--- src/rtl/hsv_to_rgb_converter_assert.svh ---
// Assertion helpers for the converter's RTL; hsv2rgb_div uses them.
// Both sample on clk_i and are off while rst_ni is low.
`ifndef HSV_TO_RGB_CONVERTER_ASSERT_SVH
`define HSV_TO_RGB_CONVERTER_ASSERT_SVH

// Implication checked on every rising edge of clk_i.
`define HSV2RGB_ASSERT_IMPL(lbl, ante, cons, msg) \
  lbl: assert property (@(posedge clk_i) disable iff (!rst_ni) (ante) |-> (cons)) \
    else $error(msg);

// Plain invariant checked on every rising edge of clk_i.
`define HSV2RGB_ASSERT_ALWAYS(lbl, cond, msg) \
  lbl: assert property (@(posedge clk_i) disable iff (!rst_ni) (cond)) \
    else $error(msg);

`endif

--- src/rtl/hsv2rgb_pkg.sv ---
`default_nettype none

package hsv2rgb_pkg;

  localparam int unsigned COMPONENT_BITS_DEF = 8;

  // Hue is in 1/64 degree units.
  localparam int unsigned HUE_W      = 16;
  localparam int unsigned FRAC_W     = 12;
  localparam int unsigned HUE_FULL   = 23040;  // 360 degrees
  localparam int unsigned HUE_SECTOR = 3840;   // 60 degrees

  // Sector of the color wheel, named by the hue at its start.
  typedef enum logic [2:0] {
    SEC_RED     = 3'd0,
    SEC_YELLOW  = 3'd1,
    SEC_GREEN   = 3'd2,
    SEC_CYAN    = 3'd3,
    SEC_BLUE    = 3'd4,
    SEC_MAGENTA = 3'd5
  } sector_e;

endpackage

`default_nettype wire

--- src/rtl/hsv2rgb_sector.sv ---
`default_nettype none

module hsv2rgb_sector #(
  parameter int unsigned COMPONENT_BITS = hsv2rgb_pkg::COMPONENT_BITS_DEF
) (
  input  logic                              clk_i,
  input  logic                              rst_ni,
  input  logic                              valid_i,
  output logic                              stall_o,
  input  logic [hsv2rgb_pkg::HUE_W-1:0]     hue_i,
  input  logic [COMPONENT_BITS-1:0]         sat_i,
  input  logic [COMPONENT_BITS-1:0]         val_i,
  output logic                              valid_o,
  input  logic                              stall_i,
  output hsv2rgb_pkg::sector_e              sector_o,
  output logic [hsv2rgb_pkg::FRAC_W-1:0]    frac_o,
  output logic [COMPONENT_BITS-1:0]         sat_o,
  output logic [COMPONENT_BITS-1:0]         val_o
);
  import hsv2rgb_pkg::*;

  logic                   en;
  logic                   vld_q;
  logic [HUE_W-1:0]       hue_w;
  logic [HUE_W-1:0]       base_w;
  logic [HUE_W-1:0]       rem_w;
  sector_e                sec_d, sec_q;
  logic [FRAC_W-1:0]      frac_q;
  logic [COMPONENT_BITS-1:0] sat_q, val_q;

  assign en      = !vld_q || !stall_i;
  assign stall_o = !en;

  // Wrap, then find the sector by comparing against the sector starts.
  always_comb begin
    hue_w = (hue_i >= HUE_W'(HUE_FULL)) ? '0 : hue_i;
    if (hue_w >= HUE_W'(5 * HUE_SECTOR)) begin
      sec_d  = SEC_MAGENTA;
      base_w = HUE_W'(5 * HUE_SECTOR);
    end else if (hue_w >= HUE_W'(4 * HUE_SECTOR)) begin
      sec_d  = SEC_BLUE;
      base_w = HUE_W'(4 * HUE_SECTOR);
    end else if (hue_w >= HUE_W'(3 * HUE_SECTOR)) begin
      sec_d  = SEC_CYAN;
      base_w = HUE_W'(3 * HUE_SECTOR);
    end else if (hue_w >= HUE_W'(2 * HUE_SECTOR)) begin
      sec_d  = SEC_GREEN;
      base_w = HUE_W'(2 * HUE_SECTOR);
    end else if (hue_w >= HUE_W'(HUE_SECTOR)) begin
      sec_d  = SEC_YELLOW;
      base_w = HUE_W'(HUE_SECTOR);
    end else begin
      sec_d  = SEC_RED;
      base_w = '0;
    end
    rem_w = hue_w - base_w;
  end

  always_ff @(posedge clk_i or negedge rst_ni) begin
    if (!rst_ni) begin
      vld_q <= 1'b0;
    end else if (en) begin
      vld_q <= valid_i;
    end
  end

  always_ff @(posedge clk_i) begin
    if (en) begin
      sec_q  <= sec_d;
      frac_q <= rem_w[FRAC_W-1:0];
      sat_q  <= sat_i;
      val_q  <= val_i;
    end
  end

  assign valid_o  = vld_q;
  assign sector_o = sec_q;
  assign frac_o   = frac_q;
  assign sat_o    = sat_q;
  assign val_o    = val_q;

endmodule

`default_nettype wire

--- src/rtl/hsv2rgb_mult.sv ---
`default_nettype none

module hsv2rgb_mult #(
  parameter int unsigned COMPONENT_BITS = hsv2rgb_pkg::COMPONENT_BITS_DEF
) (
  input  logic                                          clk_i,
  input  logic                                          rst_ni,
  input  logic                                          valid_i,
  output logic                                          stall_o,
  input  hsv2rgb_pkg::sector_e                          sector_i,
  input  logic [hsv2rgb_pkg::FRAC_W-1:0]                frac_i,
  input  logic [COMPONENT_BITS-1:0]                     sat_i,
  input  logic [COMPONENT_BITS-1:0]                     val_i,
  output logic                                          valid_o,
  input  logic                                          stall_i,
  output hsv2rgb_pkg::sector_e                          sector_o,
  output logic [COMPONENT_BITS-1:0]                     val_o,
  output logic [2*COMPONENT_BITS+hsv2rgb_pkg::FRAC_W-1:0] qnum_o,
  output logic [2*COMPONENT_BITS+hsv2rgb_pkg::FRAC_W-1:0] tnum_o,
  output logic [2*COMPONENT_BITS-1:0]                   pnum_o
);
  import hsv2rgb_pkg::*;

  localparam int unsigned CB    = COMPONENT_BITS;
  localparam int unsigned DEN_W = CB + FRAC_W;
  localparam int unsigned NUM_W = 2 * CB + FRAC_W;
  localparam int unsigned PN_W  = 2 * CB;
  localparam logic [CB-1:0]    M_VAL    = '1;
  localparam logic [DEN_W-1:0] DEN      = DEN_W'(HUE_SECTOR * ((2 ** CB) - 1));
  localparam logic [NUM_W-1:0] HALF_DEN = NUM_W'((HUE_SECTOR / 2) * ((2 ** CB) - 1));
  localparam logic [PN_W-1:0]  HALF_M   = PN_W'((2 ** (CB - 1)) - 1);

  logic en_a, en_b;
  logic vld_a_q, vld_b_q;

  // First stage: s*r, s*(sector - r) and the p numerator biased for rounding.
  logic [DEN_W-1:0] sr_d, src_d, sr_a_q, src_a_q;
  logic [PN_W-1:0]  pn_d, pn_a_q, pn_b_q;
  sector_e          sec_a_q, sec_b_q;
  logic [CB-1:0]    v_a_q, v_b_q;

  // Second stage: scale by v and add half the divisor for rounding.
  logic [NUM_W-1:0] qn_d, tn_d, qn_b_q, tn_b_q;

  assign en_b    = !vld_b_q || !stall_i;
  assign en_a    = !vld_a_q || en_b;
  assign stall_o = !en_a;

  assign sr_d  = DEN_W'(sat_i) * DEN_W'(frac_i);
  assign src_d = DEN_W'(sat_i) * DEN_W'(FRAC_W'(HUE_SECTOR) - frac_i);
  assign pn_d  = PN_W'(val_i) * PN_W'(M_VAL - sat_i) + HALF_M;

  assign qn_d = NUM_W'(v_a_q) * NUM_W'(DEN - sr_a_q) + HALF_DEN;
  assign tn_d = NUM_W'(v_a_q) * NUM_W'(DEN - src_a_q) + HALF_DEN;

  always_ff @(posedge clk_i or negedge rst_ni) begin
    if (!rst_ni) begin
      vld_a_q <= 1'b0;
      vld_b_q <= 1'b0;
    end else begin
      if (en_a) begin
        vld_a_q <= valid_i;
      end
      if (en_b) begin
        vld_b_q <= vld_a_q;
      end
    end
  end

  always_ff @(posedge clk_i) begin
    if (en_a) begin
      sr_a_q  <= sr_d;
      src_a_q <= src_d;
      pn_a_q  <= pn_d;
      sec_a_q <= sector_i;
      v_a_q   <= val_i;
    end
    if (en_b) begin
      qn_b_q  <= qn_d;
      tn_b_q  <= tn_d;
      pn_b_q  <= pn_a_q;
      sec_b_q <= sec_a_q;
      v_b_q   <= v_a_q;
    end
  end

  assign valid_o  = vld_b_q;
  assign sector_o = sec_b_q;
  assign val_o    = v_b_q;
  assign qnum_o   = qn_b_q;
  assign tnum_o   = tn_b_q;
  assign pnum_o   = pn_b_q;

endmodule

`default_nettype wire

--- src/rtl/hsv2rgb_div.sv ---
`default_nettype none

`include "hsv_to_rgb_converter_assert.svh"

module hsv2rgb_div #(
  parameter int unsigned COMPONENT_BITS = hsv2rgb_pkg::COMPONENT_BITS_DEF
) (
  input  logic                                          clk_i,
  input  logic                                          rst_ni,
  input  logic                                          valid_i,
  output logic                                          stall_o,
  input  hsv2rgb_pkg::sector_e                          sector_i,
  input  logic [COMPONENT_BITS-1:0]                     val_i,
  input  logic [2*COMPONENT_BITS+hsv2rgb_pkg::FRAC_W-1:0] qnum_i,
  input  logic [2*COMPONENT_BITS+hsv2rgb_pkg::FRAC_W-1:0] tnum_i,
  input  logic [2*COMPONENT_BITS-1:0]                   pnum_i,
  output logic                                          valid_o,
  input  logic                                          stall_i,
  output hsv2rgb_pkg::sector_e                          sector_o,
  output logic [COMPONENT_BITS-1:0]                     val_o,
  output logic [COMPONENT_BITS-1:0]                     q_o,
  output logic [COMPONENT_BITS-1:0]                     t_o,
  output logic [COMPONENT_BITS-1:0]                     p_o
);
  import hsv2rgb_pkg::*;

  localparam int unsigned CB     = COMPONENT_BITS;
  localparam int unsigned DEN_W  = CB + FRAC_W;
  localparam int unsigned NUM_W  = 2 * CB + FRAC_W;
  localparam int unsigned PN_W   = 2 * CB;
  localparam int unsigned EST_W  = CB + 1;
  localparam int unsigned PROD_W = 2 * EST_W;

  // Divisors: sector length times full scale for q and t, full scale for p.
  localparam longint unsigned COMP_M  = (64'd1 << CB) - 64'd1;
  localparam longint unsigned DEN_N_L = 64'(HUE_SECTOR) * COMP_M;

  // Keep the top EST_W bits of the numerator, above a shift no larger than the
  // divisor, and scale by the truncated reciprocal: the estimate is low by 0..2.
  localparam int unsigned     SH_N    = $clog2(DEN_N_L + 64'd1) - 1;
  localparam int unsigned     SH_P    = CB - 1;
  localparam longint unsigned RCP_N_L = (64'd1 << (EST_W + SH_N)) / DEN_N_L;
  localparam longint unsigned RCP_P_L = (64'd1 << (EST_W + SH_P)) / COMP_M;

  localparam logic [EST_W-1:0] RCP_N  = EST_W'(RCP_N_L);
  localparam logic [EST_W-1:0] RCP_P  = EST_W'(RCP_P_L);
  localparam logic [DEN_W-1:0] DEN_N  = DEN_W'(DEN_N_L);
  localparam logic [CB-1:0]    DEN_P  = CB'(COMP_M);
  localparam logic [NUM_W-1:0] DEN_N1 = NUM_W'(DEN_N_L);
  localparam logic [NUM_W-1:0] DEN_N2 = NUM_W'(64'd2 * DEN_N_L);
  localparam logic [NUM_W-1:0] DEN_N3 = NUM_W'(64'd3 * DEN_N_L);
  localparam logic [PN_W-1:0]  DEN_P1 = PN_W'(COMP_M);
  localparam logic [PN_W-1:0]  DEN_P2 = PN_W'(64'd2 * COMP_M);
  localparam logic [PN_W-1:0]  DEN_P3 = PN_W'(64'd3 * COMP_M);

  logic [2:0]        en;
  logic [2:0]        vld_q;

  // Estimate stage.
  logic [PROD_W-1:0] q_prod, t_prod, p_prod;
  logic [CB-1:0]     qe_a_q, te_a_q, pe_a_q;
  logic [NUM_W-1:0]  qn_a_q, tn_a_q;
  logic [PN_W-1:0]   pn_a_q;
  sector_e           sec_a_q;
  logic [CB-1:0]     v_a_q;

  // Remainder stage.
  logic [NUM_W-1:0]  qr_d, tr_d, qr_b_q, tr_b_q;
  logic [PN_W-1:0]   pr_d, pr_b_q;
  logic [CB-1:0]     qe_b_q, te_b_q, pe_b_q;
  sector_e           sec_b_q;
  logic [CB-1:0]     v_b_q;

  // Correction stage.
  logic [CB-1:0]     qc_d, tc_d, pc_d, qc_q, tc_q, pc_q;
  sector_e           sec_c_q;
  logic [CB-1:0]     v_c_q;

  logic              rem_ok, le_val_ok, p_min_ok;

  // A stage advances when it is empty or the one after it advances.
  assign en[2]   = !vld_q[2] || !stall_i;
  assign en[1]   = !vld_q[1] || en[2];
  assign en[0]   = !vld_q[0] || en[1];
  assign stall_o = !en[0];

  assign q_prod = PROD_W'(qnum_i[SH_N +: EST_W]) * PROD_W'(RCP_N);
  assign t_prod = PROD_W'(tnum_i[SH_N +: EST_W]) * PROD_W'(RCP_N);
  assign p_prod = PROD_W'(pnum_i[SH_P +: EST_W]) * PROD_W'(RCP_P);

  assign qr_d = qn_a_q - NUM_W'(qe_a_q) * NUM_W'(DEN_N);
  assign tr_d = tn_a_q - NUM_W'(te_a_q) * NUM_W'(DEN_N);
  assign pr_d = pn_a_q - PN_W'(pe_a_q) * PN_W'(DEN_P);

  // Add back what the estimate missed.
  always_comb begin
    if (qr_b_q >= DEN_N2) begin
      qc_d = qe_b_q + CB'(2);
    end else if (qr_b_q >= DEN_N1) begin
      qc_d = qe_b_q + CB'(1);
    end else begin
      qc_d = qe_b_q;
    end
    if (tr_b_q >= DEN_N2) begin
      tc_d = te_b_q + CB'(2);
    end else if (tr_b_q >= DEN_N1) begin
      tc_d = te_b_q + CB'(1);
    end else begin
      tc_d = te_b_q;
    end
    if (pr_b_q >= DEN_P2) begin
      pc_d = pe_b_q + CB'(2);
    end else if (pr_b_q >= DEN_P1) begin
      pc_d = pe_b_q + CB'(1);
    end else begin
      pc_d = pe_b_q;
    end
  end

  always_ff @(posedge clk_i or negedge rst_ni) begin
    if (!rst_ni) begin
      vld_q <= '0;
    end else begin
      if (en[0]) begin
        vld_q[0] <= valid_i;
      end
      if (en[1]) begin
        vld_q[1] <= vld_q[0];
      end
      if (en[2]) begin
        vld_q[2] <= vld_q[1];
      end
    end
  end

  always_ff @(posedge clk_i) begin
    if (en[0]) begin
      qe_a_q  <= q_prod[EST_W +: CB];
      te_a_q  <= t_prod[EST_W +: CB];
      pe_a_q  <= p_prod[EST_W +: CB];
      qn_a_q  <= qnum_i;
      tn_a_q  <= tnum_i;
      pn_a_q  <= pnum_i;
      sec_a_q <= sector_i;
      v_a_q   <= val_i;
    end
    if (en[1]) begin
      qr_b_q  <= qr_d;
      tr_b_q  <= tr_d;
      pr_b_q  <= pr_d;
      qe_b_q  <= qe_a_q;
      te_b_q  <= te_a_q;
      pe_b_q  <= pe_a_q;
      sec_b_q <= sec_a_q;
      v_b_q   <= v_a_q;
    end
    if (en[2]) begin
      qc_q    <= qc_d;
      tc_q    <= tc_d;
      pc_q    <= pc_d;
      sec_c_q <= sec_b_q;
      v_c_q   <= v_b_q;
    end
  end

  assign valid_o  = vld_q[2];
  assign sector_o = sec_c_q;
  assign val_o    = v_c_q;
  assign q_o      = qc_q;
  assign t_o      = tc_q;
  assign p_o      = pc_q;

  assign rem_ok    = (qr_b_q < DEN_N3) && (tr_b_q < DEN_N3) && (pr_b_q < DEN_P3);
  assign le_val_ok = (qc_q <= v_c_q) && (tc_q <= v_c_q) && (pc_q <= v_c_q);
  assign p_min_ok  = (pc_q <= qc_q) && (pc_q <= tc_q);

  `HSV2RGB_ASSERT_IMPL(a_div_rem_bound, vld_q[1], rem_ok, "quotient estimate off by more than two")
  `HSV2RGB_ASSERT_IMPL(a_div_le_val, vld_q[2], le_val_ok, "component exceeds brightness")
  `HSV2RGB_ASSERT_IMPL(a_div_p_min, vld_q[2], p_min_ok, "p is not the smallest component")
  `HSV2RGB_ASSERT_IMPL(a_div_stall_full, stall_o, &vld_q, "pipeline stalls with a free stage")

endmodule

`default_nettype wire

--- src/rtl/hsv_to_rgb_converter.sv ---
// HSV to RGB pixel converter.
// Throughput: one transaction per cycle while out_stall_i is low; stages are hue
// decode, two multiply stages, three divider stages (estimate, remainder,
// correction) and the output register.
// Reset (rst_ni, async, active low) clears only the stage valid bits; payload is unreset.
`default_nettype none

module hsv_to_rgb_converter #(
  parameter int unsigned COMPONENT_BITS = hsv2rgb_pkg::COMPONENT_BITS_DEF
) (
  input  logic                            clk_i,
  input  logic                            rst_ni,
  // Pixel input channel
  input  logic                            in_valid_i,
  output logic                            in_stall_o,
  input  logic [hsv2rgb_pkg::HUE_W-1:0]   hue_i,
  input  logic [COMPONENT_BITS-1:0]       saturation_i,
  input  logic [COMPONENT_BITS-1:0]       brightness_i,
  // Pixel output channel
  output logic                            out_valid_o,
  input  logic                            out_stall_i,
  output logic [COMPONENT_BITS-1:0]       red_o,
  output logic [COMPONENT_BITS-1:0]       green_o,
  output logic [COMPONENT_BITS-1:0]       blue_o
);
  import hsv2rgb_pkg::*;

  localparam int unsigned CB    = COMPONENT_BITS;
  localparam int unsigned NUM_W = 2 * CB + FRAC_W;
  localparam int unsigned PN_W  = 2 * CB;

  // Sector decode -> multiply stages.
  logic              sec_valid, sec_stall;
  sector_e           sec_sector;
  logic [FRAC_W-1:0] sec_frac;
  logic [CB-1:0]     sec_sat, sec_val;

  // Multiply stages -> divider pipeline.
  logic              mul_valid, mul_stall;
  sector_e           mul_sector;
  logic [CB-1:0]     mul_val;
  logic [NUM_W-1:0]  mul_qnum, mul_tnum;
  logic [PN_W-1:0]   mul_pnum;

  // Divider pipeline -> output register.
  logic              div_valid, div_stall;
  sector_e           div_sector;
  logic [CB-1:0]     div_val, div_q, div_t, div_p;

  // Output register.
  logic              out_en;
  logic              out_vld_q;
  logic [CB-1:0]     red_d, green_d, blue_d;
  logic [CB-1:0]     red_q, green_q, blue_q;

  // Wrap the hue and split it into sector and position within the sector.
  hsv2rgb_sector #(
    .COMPONENT_BITS(CB)
  ) u_sector (
    .clk_i    (clk_i),
    .rst_ni   (rst_ni),
    .valid_i  (in_valid_i),
    .stall_o  (in_stall_o),
    .hue_i    (hue_i),
    .sat_i    (saturation_i),
    .val_i    (brightness_i),
    .valid_o  (sec_valid),
    .stall_i  (sec_stall),
    .sector_o (sec_sector),
    .frac_o   (sec_frac),
    .sat_o    (sec_sat),
    .val_o    (sec_val)
  );

  // Form the p, q and t numerators, already biased for round-half-up.
  hsv2rgb_mult #(
    .COMPONENT_BITS(CB)
  ) u_mult (
    .clk_i    (clk_i),
    .rst_ni   (rst_ni),
    .valid_i  (sec_valid),
    .stall_o  (sec_stall),
    .sector_i (sec_sector),
    .frac_i   (sec_frac),
    .sat_i    (sec_sat),
    .val_i    (sec_val),
    .valid_o  (mul_valid),
    .stall_i  (mul_stall),
    .sector_o (mul_sector),
    .val_o    (mul_val),
    .qnum_o   (mul_qnum),
    .tnum_o   (mul_tnum),
    .pnum_o   (mul_pnum)
  );

  // Divide by the constant divisors: reciprocal estimate, remainder, correction.
  hsv2rgb_div #(
    .COMPONENT_BITS(CB)
  ) u_div (
    .clk_i    (clk_i),
    .rst_ni   (rst_ni),
    .valid_i  (mul_valid),
    .stall_o  (mul_stall),
    .sector_i (mul_sector),
    .val_i    (mul_val),
    .qnum_i   (mul_qnum),
    .tnum_i   (mul_tnum),
    .pnum_i   (mul_pnum),
    .valid_o  (div_valid),
    .stall_i  (div_stall),
    .sector_o (div_sector),
    .val_o    (div_val),
    .q_o      (div_q),
    .t_o      (div_t),
    .p_o      (div_p)
  );

  // Route v, p, q, t to the color channels by sector.
  always_comb begin
    case (div_sector)
      SEC_RED: begin
        red_d = div_val; green_d = div_t;   blue_d = div_p;
      end
      SEC_YELLOW: begin
        red_d = div_q;   green_d = div_val; blue_d = div_p;
      end
      SEC_GREEN: begin
        red_d = div_p;   green_d = div_val; blue_d = div_t;
      end
      SEC_CYAN: begin
        red_d = div_p;   green_d = div_q;   blue_d = div_val;
      end
      SEC_BLUE: begin
        red_d = div_t;   green_d = div_p;   blue_d = div_val;
      end
      default: begin
        red_d = div_val; green_d = div_p;   blue_d = div_q;
      end
    endcase
  end

  // Hold the result while the consumer stalls; load whenever the slot frees up,
  // so the pipeline keeps accepting transactions behind a waiting result.
  assign out_en    = !out_vld_q || !out_stall_i;
  assign div_stall = !out_en;

  always_ff @(posedge clk_i or negedge rst_ni) begin
    if (!rst_ni) begin
      out_vld_q <= 1'b0;
    end else if (out_en) begin
      out_vld_q <= div_valid;
    end
  end

  always_ff @(posedge clk_i) begin
    if (out_en) begin
      red_q   <= red_d;
      green_q <= green_d;
      blue_q  <= blue_d;
    end
  end

  assign out_valid_o = out_vld_q;
  assign red_o       = red_q;
  assign green_o     = green_q;
  assign blue_o      = blue_q;

endmodule

`default_nettype wire

--- config.mk ---
export PLATFORM = sky130hd
export DESIGN_NAME = hsv_to_rgb_converter
export DESIGN_NICKNAME = d
export VERILOG_FILES = /design/src/rtl/hsv2rgb_pkg.sv /design/src/rtl/hsv2rgb_sector.sv /design/src/rtl/hsv2rgb_mult.sv /design/src/rtl/hsv2rgb_div.sv /design/src/rtl/hsv_to_rgb_converter.sv
export VERILOG_INCLUDE_DIRS = /design/src /design/src/rtl
export SDC_FILE = /design/constraint.sdc
export NUM_CORES = 2
export LEC_CHECK = 0
export ABC_AREA = 1
export BUFFER_PORTS_ARGS = -buffer_cell sky130_fd_sc_hd__buf_2
export CAP_MARGIN = 15
export CORE_ASPECT_RATIO = 0.75
export CORE_MARGIN = 2
export CORE_UTILIZATION = 60
export DETAILED_ROUTE_END_ITERATION = 12
export PLACE_DENSITY = 0.76
export SLEW_MARGIN = 10
export SYNTH_ARGS = -nofsm -noshare
export SYNTH_HDL_FRONTEND = slang
export SYNTH_SLANG_ARGS = --single-unit
export TNS_END_PERCENT = 50
--- constraint.sdc ---
create_clock -name clk_i -period 25.4 [get_ports clk_i]
set_input_delay 5.08 -clock clk_i [delete_from_list [all_inputs] [get_ports clk_i]]
set_output_delay 5.08 -clock clk_i [all_outputs]
set_load 0.05 [all_outputs]
==> results.json <==
{
  "die_h_um": 245,
  "ys_types": 58,
  "wirelength_um": 103000,
  "critPathCaptureType": "primary output",
  "yosysWarnings": 0,
  "routabilityCongestion": 0.922,
  "syn_avg_cell_area_um2": 8.73,
  "numCtsBuffers": 43,
  "placed_area_um2": 47900,
  "cp_slowest_stage_delay_ns": 0.43,
  "synthFlopType": "edfxtp_1",
  "fin_nets": 6398,
  "gr-total-overflow": 0,
  "via_per_inst": 5.34,
  "relSlewSlack_pct": 26.7,
  "antenna_found_initial": 0,
  "synth_edf_count": 405,
  "grt_pass1_wl_um": 174000,
  "synth_nets": 6342,
  "clkSlewWorstSetupHoldPaths_ns": 0.06,
  "cts_resized": 0,
  "ys_async_sr_fraction_pct": 1.70,
  "ant_nets": 0,
  "grt_use_total_pct": 26.9,
  "ys_ff_latch": 412,
  "port-buffer-count": 61,
  "core_area_um2": 76700,
  "slew_viol_final": 0,
  "htree_levels": 2,
  "start_kind": "input port",
  "crit_path_frequent_cell": "nor2_1",
  "via_count": 34400,
  "synthCells": 5314,
  "syn_area_um2": 46400,
  "initial_core_util_pct": 60.4,
  "grt_max_degree": 68,
  "most-common-layout-cells": "inv_1 (1204), nand2_1 (1056), fa_1 (542), nor2_1 (476), ha_1 (450)",
  "clkSinkCount": 412,
  "crit_chain": "buf_2 > nand2_1 > nor2_1 > inv_1 > buf_4 > nor2_1 > clkinv_2 > nor2_2 > nand2_2 > nor2_1 > nand2_1 > buf_4 > inv_1 > buf_2",
  "tightest_slew_ns": 1.10,
  "rows": 88,
  "drc_errors": 0,
  "drive_above_1_share_pct": 4.72,
  "fp.dieW_um": 325,
  "drt_iter0_markers": 2737,
  "cts_root_buffer": "clkbuf_16",
  "rrSetupSlack_ns": 18.92,
  "insertion_delay_ns": 0.60,
  "setup_violations": 0,
  "crit_fanout": 37,
  "clockBufferDepth": 3,
  "crit_arrival_ns": 8.02,
  "fin_worst_skew_ns": 0.0251,
  "crit_path_top_delay_cell": "clkinv_2",
  "rsz0062_at_grt": "false",
  "post_cts_buffers": 0,
  "maxCapViolations": 0,
  "hold_class": "register to register",
  "period_share_pct": 51.6,
  "hold_viol_final": 0,
  "io_pins": 62,
  "fin_tns_setup_ns": 0,
  "hpwl_um": 83700,
  "grt_pass1_vias": 34600,
  "fp.dieArea_um2": 79600,
  "syn_to_final_growth_pct": 6.25,
  "status": "finished clean",
  "drt-pass1-iter-count": 7,
  "cts_hold_buf": 0,
  "stdcell_area_um2": 49300,
  "wl_per_cell_um": 16.0,
  "cp.required_ns": 20.32,
  "max_freq_ghz": 0.0764,
  "criticalPathCategory": "input port to primary output",
  "final_common_cell": "inv_1",
  "period_needed_ns": 13.10,
  "cts_tree": "done",
  "ys_seq_area_share_pct": 26.6
}
[cells in the mapped netlist (13+ instances only)]
master    instances  area share (%)
edfxtp_1        405              26
a21oi_1         213             2.3
o22ai_1          13            0.18
nand2_1        1057             8.6
inv_1          1208             9.8
nand2_2          21            0.28
ha_1            450              12
clkbuf_1         62            0.50
nand4_1          47            0.63
o21ai_0         112             1.2
o21bai_1         14            0.23
nand3_1         228             2.5
xor2_1          168             3.2
or2_2            13            0.18
nor2_1          476             3.9
inv_2            15            0.12
fa_1            542              23
a21o_1           16            0.26
nor3_1           36            0.39
xnor2_1          58             1.1
[routing by layer]
layer | vias to the layer above | share of wire (%) | GRT usage (%)
met5 | - | 0 | 0
met4 | 0 | 1.8 | 5.84
met3 | 135 | 7.7 | 4.12
met2 | 1197 | 44 | 42.4
met1 | 16500 | 47 | 39.7
li1 | 16600 | - | -
[layout make-up]
class                      count  area (um^2)
antenna                        2         5.00
clock buffer                  49         1110
clock inverter                26          258
fill                        6379        27500
inverter                    1224         4600
multi-input combinational   3599        29100
sequential                   412        12300
tap                         1035         1290
timing repair buffer          90          551
[final timing paths]
path | to | cells past startpoint | start
hold / removal | u_div.v_a_q[6] | 0 | u_mult.val_o[6]
max in group asynchronous | u_div.vld_q[0] | 1 | rst_ni
setup reg to reg | u_mult.tnum_o[21] | 20 | u_mult.src_a_q[0]
min in group asynchronous | u_sector.valid_o | 1 | rst_ni
setup / recovery | in_stall_o | 14 | out_stall_i
hold reg to reg | u_div.v_a_q[6] | 0 | u_mult.val_o[6]
[worst max-delay path: cells and delay by family]
kind	cells	cell delay, ns
buf+inv	7	1.45
simple gates	7	1.46
[flip-flops by register name, indices dropped and copies added, names as in the netlist, 19 cells and up]
register        count
u_div.qn_a_q       20
u_mult.tnum_o      20
u_div.tn_a_q       20
u_mult.sr_a_q      19
u_div.qr_b_q       20
u_mult.qnum_o      20
u_div.tr_b_q       20
u_mult.src_a_q     20
[logic make-up (layout without fill, tap and decap cells)]
| logic type | count (synthesis) | after routing | synth area share, % |
|---|---|---|---|
| xor+xnor | 233 | 233 | 4.54 |
| simple gates | 1939 | 1939 | 17.4 |
| fa+ha+maj | 992 | 992 | 35.5 |
| other cells | 0 | 2 | 0 |
| flops | 412 | 412 | 26.6 |
| compound gates | 435 | 435 | 5.28 |
| buf+inv | 1303 | 1389 | 10.6 |
[through the flow]
| step | std cells | worst slack (ns) | hold WS, ns | util (%) |
|---|---|---|---|---|
| after floorplan | 5314 | 8.90 | 0.400 | - |
| after global placement | 6358 | 11.69 | 0.401 | 62.4 |
| after detailed placement | 6358 | 11.64 | 0.405 | 62.4 |
| after CTS | 6433 | 11.63 | 0.405 | 64.1 |
| after global routing | 6435 | 12.05 | 0.415 | 64.2 |
| final | 6437 | 12.30 | 0.416 | 64.2 |
Power is not shown: default switching activity piles up to over one toggle a cycle in this logic, so the estimate is an artifact.
